--- src/sv/hsjog_pkg.sv ---
package hsjog_pkg;

	// Width of the step period and of the tick counter
	localparam int PERIOD_BITS = 16;
	// Width of the configuration registers and of the reported period
	localparam int REG_BITS    = 16;
	localparam int CMP_BITS    = (PERIOD_BITS > REG_BITS) ? PERIOD_BITS : REG_BITS;

	localparam int CFG_IDX_BITS = 2;
	localparam logic [CFG_IDX_BITS-1:0] REG_START_RATE   = 2'd0;
	localparam logic [CFG_IDX_BITS-1:0] REG_RATE_FLOOR   = 2'd1;
	localparam logic [CFG_IDX_BITS-1:0] REG_RATE_CEILING = 2'd2;

	localparam logic [REG_BITS-1:0] START_RATE_RST   = 16'd12000;
	localparam logic [REG_BITS-1:0] RATE_FLOOR_RST   = 16'd5000;
	localparam logic [REG_BITS-1:0] RATE_CEILING_RST = 16'd60000;

	// Bit positions of the switch levels (active low)
	localparam int PIN_FWD  = 3;
	localparam int PIN_REV  = 2;
	localparam int PIN_FAST = 1;
	localparam int PIN_SLOW = 0;

	// period / 1000 as a multiply by a rounded-up reciprocal and a shift;
	// the rounding error stays below 1/1000 over the whole period range
	localparam int SHRINK_DIV = 1000;
	localparam int DIV_SHIFT  = PERIOD_BITS + 10;
	localparam longint unsigned DIV_RECIP_L =
		((64'd1 << DIV_SHIFT) + 64'(SHRINK_DIV - 1)) / 64'(SHRINK_DIV);
	localparam logic [PERIOD_BITS:0] DIV_RECIP = DIV_RECIP_L[PERIOD_BITS:0];

	typedef logic [PERIOD_BITS-1:0] period_t;
	typedef logic [REG_BITS-1:0]    reg_t;

	typedef struct packed {
		reg_t rate_floor;
		reg_t rate_ceiling;
	} limits_t;

	typedef struct packed {
		logic       coils_released;
		reg_t       step_period;
		logic [2:0] step_position;
		logic [3:0] coil_drive;
	} result_t;

	// Half-step coil pattern
	function automatic logic [3:0] coil_nibble(input logic [2:0] idx);
		logic [3:0] nib;
		case (idx)
			3'd0: nib = 4'hA;
			3'd1: nib = 4'h8;
			3'd2: nib = 4'h9;
			3'd3: nib = 4'h1;
			3'd4: nib = 4'h5;
			3'd5: nib = 4'h4;
			3'd6: nib = 4'h6;
			3'd7: nib = 4'h2;
			default: nib = 4'h0;
		endcase
		return nib;
	endfunction

endpackage

--- src/sv/half_step_stepper_jog_control_top.sv ---
// Latency: a tick that ends a step period gives its result beat in the next cycle.
// Throughput: one tick per cycle; only the output register backpressures the input.
// The period divide by 1000 is a reciprocal multiply, registered from the held period.
// Reset (arst_n low, asynchronous): floor and ceiling to 5000/60000, period 12000,
// tick count, half-step index and release cleared, no result pending.
module half_step_stepper_jog_control_top (
	input  logic                              clk,
	input  logic                              arst_n,
	input  logic                              s_axis_tvalid,
	output logic                              s_axis_tready,
	input  logic [7:0]                        s_axis_tdata,  // [3:0] switch_levels
	output logic                              m_axis_tvalid,
	input  logic                              m_axis_tready,
	// [3:0] coil_drive, [6:4] step_position, [22:7] step_period, [23] coils_released
	output logic [23:0]                       m_axis_tdata,
	input  logic                              cfg_valid,
	output logic                              cfg_ready,
	input  logic [hsjog_pkg::CFG_IDX_BITS-1:0] cfg_index,
	input  logic [15:0]                       cfg_data
);

	hsjog_pkg::limits_t limits_q;
	hsjog_pkg::result_t result;
	logic               cfg_wr;
	logic               period_load;

	assign cfg_ready   = 1'b1;
	assign cfg_wr      = cfg_valid && cfg_ready;
	assign period_load = cfg_wr && (cfg_index == hsjog_pkg::REG_START_RATE);

	// Hold floor and ceiling; the start rate goes straight into the period
	always_ff @(posedge clk or negedge arst_n) begin
		if (!arst_n) begin
			limits_q.rate_floor   <= hsjog_pkg::RATE_FLOOR_RST;
			limits_q.rate_ceiling <= hsjog_pkg::RATE_CEILING_RST;
		end else if (cfg_wr) begin
			case (cfg_index)
				hsjog_pkg::REG_RATE_FLOOR:   limits_q.rate_floor   <= cfg_data;
				hsjog_pkg::REG_RATE_CEILING: limits_q.rate_ceiling <= cfg_data;
				default: ;
			endcase
		end
	end

	hsjog_core u_core (
		.clk           (clk),
		.arst_n        (arst_n),
		.in_vld        (s_axis_tvalid),
		.in_rdy        (s_axis_tready),
		.switch_levels (s_axis_tdata[3:0]),
		.out_vld       (m_axis_tvalid),
		.out_rdy       (m_axis_tready),
		.out_data      (result),
		.limits        (limits_q),
		.period_load   (period_load),
		.period_value  (cfg_data)
	);

	assign m_axis_tdata = result;

`ifndef ASSERT_OFF
	// A held result must block new ticks
	assert property (@(posedge clk) disable iff (!arst_n)
		(m_axis_tvalid && !m_axis_tready) |-> !s_axis_tready)
		else $error("input taken while result stalled");

	// A new result only follows an accepted tick
	assert property (@(posedge clk) disable iff (!arst_n)
		$rose(m_axis_tvalid) |-> $past(s_axis_tvalid && s_axis_tready))
		else $error("result without accepted tick");

	// Released coils are only driven on the step that set the release
	assert property (@(posedge clk) disable iff (!arst_n)
		(m_axis_tvalid && $past(s_axis_tvalid && s_axis_tready) &&
		m_axis_tdata[23] && (m_axis_tdata[3:0] != 4'h0))
		|-> $past(!s_axis_tdata[1] && !s_axis_tdata[0]))
		else $error("coils driven while released");
`endif

endmodule

--- src/sv/hsjog_div.sv ---
module hsjog_div (
	input  logic                clk,
	input  hsjog_pkg::period_t  period,
	output hsjog_pkg::period_t  quot
);

	logic [2*hsjog_pkg::PERIOD_BITS:0] prod;
	hsjog_pkg::period_t                quot_s1;

	// Multiply by the reciprocal and drop the fraction
	always_comb begin
		prod = (2*hsjog_pkg::PERIOD_BITS+1)'(period) *
			(2*hsjog_pkg::PERIOD_BITS+1)'(hsjog_pkg::DIV_RECIP);
	end

	// Hold the quotient for the step logic of the next cycle
	always_ff @(posedge clk) begin
		quot_s1 <= hsjog_pkg::PERIOD_BITS'(prod >> hsjog_pkg::DIV_SHIFT);
	end

	assign quot = quot_s1;

endmodule

--- src/sv/hsjog_core.sv ---
module hsjog_core (
	input  logic                clk,
	input  logic                arst_n,
	input  logic                in_vld,
	output logic                in_rdy,
	input  logic [3:0]          switch_levels,
	output logic                out_vld,
	input  logic                out_rdy,
	output hsjog_pkg::result_t  out_data,
	input  hsjog_pkg::limits_t  limits,
	input  logic                period_load,
	input  hsjog_pkg::reg_t     period_value
);

	hsjog_pkg::period_t   tick_q;
	hsjog_pkg::period_t   period_q;
	logic [2:0]           pos_q;
	logic                 rel_q;
	logic                 out_vld_q;
	hsjog_pkg::result_t   out_q;

	hsjog_pkg::period_t   quot;
	hsjog_pkg::period_t   shrink;
	hsjog_pkg::period_t   period_new;
	logic [hsjog_pkg::PERIOD_BITS:0] grown;
	logic [hsjog_pkg::CMP_BITS-1:0]  cmp_period;
	logic [3:0]           pressed;
	logic                 fwd, rev, fast, slow;
	logic                 expire, accept;
	logic [2:0]           pos_fwd, pos_new;
	logic                 rel_mid, rel_new;
	logic [3:0]           coil_new;

	hsjog_div u_div (
		.clk    (clk),
		.period (period_q),
		.quot   (quot)
	);

	// Take a tick whenever the result register is free or being emptied
	assign in_rdy = !out_vld_q || out_rdy;
	assign accept = in_vld && in_rdy;

	// Step decision and the new state for a stepping tick
	always_comb begin
		pressed    = ~switch_levels;
		fwd        = pressed[hsjog_pkg::PIN_FWD];
		rev        = pressed[hsjog_pkg::PIN_REV];
		fast       = pressed[hsjog_pkg::PIN_FAST];
		slow       = pressed[hsjog_pkg::PIN_SLOW];
		expire     = tick_q >= period_q;
		// a zero period right after a load has no quotient yet; it is zero anyway
		shrink     = (period_q == '0) ? '0 : quot;
		pos_fwd    = fwd ? pos_q + 3'd1 : pos_q;
		pos_new    = rev ? pos_fwd - 3'd1 : pos_fwd;
		rel_mid    = rel_q && !(fwd || rev);
		coil_new   = rel_mid ? 4'h0 : hsjog_pkg::coil_nibble(pos_new);
		cmp_period = hsjog_pkg::CMP_BITS'(period_q);
		grown      = {1'b0, period_q} + {1'b0, shrink};
		period_new = period_q;
		if (fast) begin
			if (cmp_period > hsjog_pkg::CMP_BITS'(limits.rate_floor)) begin
				period_new = period_q - shrink;
			end
		end else if (slow) begin
			if (cmp_period < hsjog_pkg::CMP_BITS'(limits.rate_ceiling)) begin
				period_new = grown[hsjog_pkg::PERIOD_BITS] ? '1 :
					grown[hsjog_pkg::PERIOD_BITS-1:0];
			end
		end
		rel_new    = rel_mid || (fast && slow);
	end

	// Advance the timer and the motor state
	always_ff @(posedge clk or negedge arst_n) begin
		if (!arst_n) begin
			tick_q   <= '0;
			period_q <= hsjog_pkg::PERIOD_BITS'(hsjog_pkg::START_RATE_RST);
			pos_q    <= 3'd0;
			rel_q    <= 1'b0;
		end else if (period_load) begin
			tick_q   <= '0;
			period_q <= hsjog_pkg::PERIOD_BITS'(period_value);
		end else if (accept) begin
			if (expire) begin
				tick_q   <= '0;
				period_q <= period_new;
				pos_q    <= pos_new;
				rel_q    <= rel_new;
			end else begin
				tick_q   <= tick_q + 1'b1;
			end
		end
	end

	// Result register: fill on a step, drop once the beat is taken
	always_ff @(posedge clk or negedge arst_n) begin
		if (!arst_n) begin
			out_vld_q <= 1'b0;
		end else if (accept && expire) begin
			out_vld_q <= 1'b1;
		end else if (out_rdy) begin
			out_vld_q <= 1'b0;
		end
	end

	always_ff @(posedge clk) begin
		if (accept && expire) begin
			out_q.coil_drive     <= coil_new;
			out_q.step_position  <= pos_new;
			out_q.step_period    <= hsjog_pkg::REG_BITS'(period_new);
			out_q.coils_released <= rel_new;
		end
	end

	assign out_vld  = out_vld_q;
	assign out_data = out_q;

endmodule

--- config.mk ---
export PLATFORM = sky130hd
export DESIGN_NAME = half_step_stepper_jog_control_top
export DESIGN_NICKNAME = d
export VERILOG_FILES = /design/src/sv/hsjog_pkg.sv /design/src/sv/half_step_stepper_jog_control_top.sv /design/src/sv/hsjog_div.sv /design/src/sv/hsjog_core.sv
export SDC_FILE = /design/constraint.sdc
export NUM_CORES = 1
export LEC_CHECK = 0
export ABC_AREA = 1
export BUFFER_PORTS_ARGS = -buffer_cell sky130_fd_sc_hd__buf_2
export CORE_MARGIN = 4
export CORE_UTILIZATION = 50
export DETAILED_ROUTE_END_ITERATION = 10
export GPL_TIMING_DRIVEN = 0
export PLACE_DENSITY_LB_ADDON = 0.08
export RECOVER_POWER = 50
export SLEW_MARGIN = 20
export SYNTH_ARGS = -nofsm -noshare
export SYNTH_HDL_FRONTEND = slang
export SYNTH_SLANG_ARGS = --single-unit
--- constraint.sdc ---
create_clock -name clk -period 14.1 [get_ports clk]
set_input_delay 2.82 -clock clk [delete_from_list [all_inputs] [get_ports clk]]
set_output_delay 2.82 -clock clk [all_outputs]
set_load 0.02 [all_outputs]
# After elaboration in Yosys (flattened, before gate mapping)
# Memories as Yosys holds them, arrays and structs flattened. A register that Yosys moved wholly into a read port is not among the register bits.
# Cells that the tools add are included.
# totals
rom_bits,32
inputBits,31
latch_bits,0
mem_count,1
ff_bits,96
mem_bits_rw,0
output_inout_bits,27
word_cells,60
# mem_list
memory,words,width,read_ports,rd_ports_with_merged_regs,wr,line,text
(name not given),8,4,1,1,0,hsjog_pkg.sv:50,case (idx)
# classes
add_sub_neg,5
reduce_logical,19
n_div,0
multipliers,1
bitwise,2
n_mux,16
order_cmp,3
shifts,0
eq_ne,2
# op_table
op,count
16-bit 2-to-1 mux,11
16-bit by 17-bit multiplier with 33-bit output (second input constant),1
16-bit by 16-bit adder with 17-bit output,1
16-bit by 1-bit adder with 16-bit output (second input constant),1
16-bit greater-or-equal comparator,1
16-bit greater-than comparator,1
16-bit logical NOT,1
16-bit < comparator,1
16-bit subtractor,1
7-bit 2-to-1 mux,1
3-bit 2-to-1 mux,2
2-bit AND reduction,3
2-bit nonzero test,3
1-bit logical AND,5
4-bit inverter,1
3-bit by 1-bit adder with 3-bit output (second input constant),1
1-bit logical OR,3
3-bit AND reduction,1
3-bit by 1-bit subtractor with 3-bit output (second input constant),1
2-bit by 1-bit equality test with 1-bit output (second input constant),1
2-bit equality test (second input constant),1
1-bit logical NOT,2
2-bit logical NOT,1
1-bit 2-to-1 mux,2
1-bit inverter,1

# Logic depth before layout (Yosys ltp)
# depth
word_depth,10
mapped_depth,25
mapped_depth_nobuf,23

# Cells and area by module
# Synthesis repeated with hierarchy kept, for this count alone.
# unflattened
hier_cells,1703
hier_area_um2,12234.2
# modules_own_cells
mod,area_per_inst_um2,cells_per_inst,seq_area_each_um2,instances
hsjog_core,6690.2,1005,1655.3,1
hsjog_div,4092.7,550,140.1,1
half_step_stepper_jog_control_top,1451.4,148,815.8,1

# Least setup slack after synthesis
# Ideal clock, no wire load.
# synth_timing
kind,input to output
startpoint,input m_axis_tready
endpoint,output s_axis_tready
stages,2
arrival_time_ns,3.016
setup_slack_ns,8.264
n_path_buf,0
cell_sequence,inv_1 nand2_1
# synth_via
elab_chain_cells,1
# synth_lines
item,line,text
"start, declared",half_step_stepper_jog_control_top.sv:13,"input logic m_axis_tready,"
1-bit logical OR,hsjog_core.sv:41,assign in_rdy = !out_vld_q || out_rdy;
"end, declared",half_step_stepper_jog_control_top.sv:10,"output logic s_axis_tready,"
# No other way between the ends.

# Worst setup path in the final report
# Same ends and word-level chain as after synthesis.

==> summary.txt <==
Outcome
  – Status: complete, but fails checks
  – Failing checks: capacitance limit, slew limit

Synthesis
  – Yosys warnings: 0
  – Seq/Total Area, Yosys: 24.0%
  – Main combinational cell family by area after synthesis: adder cells
  – Synth Register Bits: 100
  – Post-Syn Instances: 1406
  – Synth Area in Compound Gates: 8.56%
  – Post-synthesis adder-cell area fraction: 31.7%
  – Share of synthesized area spent on multiplexers: 0.196%
  – Area of the mapped netlist: 10900 µm²
  – Cell variety after synth: 57
  – FFs w/ async S/R, synth: 69.0%
  – Post-synth EDFFs: 24
  – Avg Cell Area, Syn: 7.74 µm²
  – Most used flip-flop cell after synthesis: dfrtp_1
  – Simple-gate share of the synthesized area: 24.5%
  – XOR/XNOR Fraction of Synth Area: 2.17%
  – Syn nets: 1688

Drt
  – Routed Antenna Nets: 0
  – WL final: 29100 µm
  – Drt drc: 0
  – DR vias: 9279
  – WL/cell: 16.6 µm
  – Vias per inst: 5.31
  – Initial DRC count: 695
  – Pre-antenna DRT Iters: 5

Final layout
  – Final-stage net count: 1751
  – Most frequent cells in the layout: nand2_1 (385), ha_1 (210), inv_1 (203)
  – Non-Filler Instances: 1749
  – Fillers: 2119
  – Most common cell after layout, fill and taps aside: nand2_1
  – Antenna cells: 0
  – Layout cells sized above 1: 9.77%
  – Area growth, synth to finish: 8.11%

Timing
  – Pins Over Slew Limit: 72
  – Setup violations, final: 0
  – Hold_ws: 493 ps
  – Fmax: 0.167 GHz
  – Slew @ Worst Pin: 2130 ps
  – Min cycle time layout: 6000 ps
  – Worst Skew: 6.54 ps
  – Slew Limit Headroom: -41.8%
  – Final cycle utilization of the critical path: 42.6%
  – RSZ-0062 raised after global routing: false
  – Setup_tns: 0 ps
  – Final hold vios: 0

Worst setup path
  – Crit path launch: m_axis_tready
  – FF-to-FF path depth: 16
  – Crit. End Element: output port
  – Critical path type: in -> out
  – Crit Path Max Fanout: 3
  – Reg2reg setup slack: 8690 ps
  – Arrival time worst endpoint: 3180 ps
  – Required @ worst endpoint: 11280 ps
  – Reg-to-Reg End: u_core.u_div.quot[5]
  – RR Startpoint: u_core.cmp_period[8]
  – Startpoint types: input pin

GRT
  – Initial antenna violation count: 0
  – Pin count of the biggest net entering global routing: 39
  – First-pass GRT wire length: 47300 µm
  – GRT Total Usage: 24.7%
  – Vias in the first global route: 9006
  – GR Overflow Total: 0

Hold path
  – Worst Hold Path EP: limits_q[23]
  – Hold Crit Depth: 2
  – HP Class: reg -> reg
  – Critical hold path startpoint: limits_q[23]

Clocking
  – Reg clk slew, reported paths: 80 ps
  – H-tree Lvls: 3
  – Postcts setup bufs: 0
  – Clk sinks: 100
  – CTS hold repair buffers: 0
  – Root Driver: clkbuf_16
  – CTS tree: done
  – CTS resizes: 0
  – Clock latency on the worst-skew pair: 360 ps
  – Clock Path Buffers: 2
  – Total CTS buffers: 9

Floorplan
  – Die ar.: 24200 µm²
  – Die width: 155 µm
  – Initial core utilization: 51.2%
  – # rows: 53
  – Core area: 21200 µm²
  – I/O pins: 58
  – Die Height: 155 µm

Flow run
  – Max cap viols: 2

Place
  – HPWL Detailed: 22900 µm
  – Inst Count DP: 1733
  – RD Place Congestion: 0.931
  – Port bufs: 51
==> through the flow <==
stage               setup slack, ps  util [%]  instance area [µm²]
global route                   7830      55.4                11800
detailed placement             8090      54.2                11500
CTS                            8090      55.6                11800
global placement               8100      54.1                11500
finish                         8100      55.4                11800
floorplan                      8260         -                10900
==> critical path, stage by stage <==
cell,delay [ps]
buf_2,100
inv_1,40
nand2_1,70
buf_2,160
==> Yosys cell counts (all sizes together) (2+ instances only) <==
| cell type | instances | area (µm²) |
|---|---|---|
| o31ai | 2 | 15.0 |
| a21oi | 65 | 340 |
| fa | 41 | 821 |
| a21o | 3 | 22.5 |
| o21ai | 64 | 324 |
| nand4 | 23 | 144 |
| dfrtp | 50 | 1250 |
| inv | 215 | 812 |
| a21boi | 3 | 22.5 |
| o22ai | 13 | 81.3 |
| dfxtp | 7 | 140 |
| clkbuf | 13 | 48.8 |
| xnor2 | 4 | 35.0 |
| and2 | 5 | 31.3 |
| buf | 13 | 91.3 |
| o211ai | 3 | 22.5 |
| a31oi | 2 | 12.5 |
| nand2 | 413 | 1650 |
| nor4 | 2 | 12.5 |
| nor2 | 68 | 279 |
| nand3 | 84 | 425 |
| ha | 210 | 2630 |
| o21a | 3 | 23.8 |
| edfxtp | 24 | 721 |
| nor3 | 16 | 85.1 |
| clkinv | 3 | 11.3 |
| xor2 | 23 | 201 |
| or2 | 3 | 21.3 |
| o21bai | 3 | 22.5 |
| dfstp | 19 | 499 |
==> final cells by class <==
type,instances,area (µm²),area share [%]
Multi-Input combinational cell,1062,7300,62.1
Sequential cell,100,2610,22.2
Inverter,218,823,7.00
Tap cell,275,344,2.93
Timing Repair Buffer,52,246,2.10
Clock buffer,9,225,1.92
Buffer,26,140,1.19
Clock inverter,7,66.3,0.564
==> worst max path at each step <==
stage,endpoint,cells after the start
finish,s_axis_tready,4
floorplan,s_axis_tready,2
global route,u_core.tick_q[1],2
global placement,s_axis_tready,4
detailed placement,s_axis_tready,4
CTS,s_axis_tready,4
==> sequential cells by signal, summed over array words and instances (netlist names) <==
signal	cells
u_core.rel_q	1
u_core.out_vld	1
u_core.out_data	24
u_core.u_div.quot	7
limits_q	32
u_core.cmp_period	16
u_core.pos_q	3
u_core.tick_q	16
==> metal layers <==
metal | up-vias | wire [µm] | GRT usage, %
met1 | 4320 | 13700 | 35.0
li1 | 4694 | - | -
met2 | 223 | 13000 | 39.8
met3 | 42 | 1450 | 2.45
met4 | 0 | 886 | 7.92
met5 | - | 0 | 0
==> kinds of logic (layout without fill, tap and decap cells) <==
family | after synthesis | in the layout
compound gates | 166 | 166
xor+xnor | 27 | 27
fa+ha+maj | 251 | 251
buf+inv | 244 | 312
flops | 100 | 100
mux | 2 | 2
other cells | 1 | 1
simple gates | 615 | 615
Power is not shown: default switching activity piles up to over one toggle a cycle in this logic, so the estimate is an artifact.
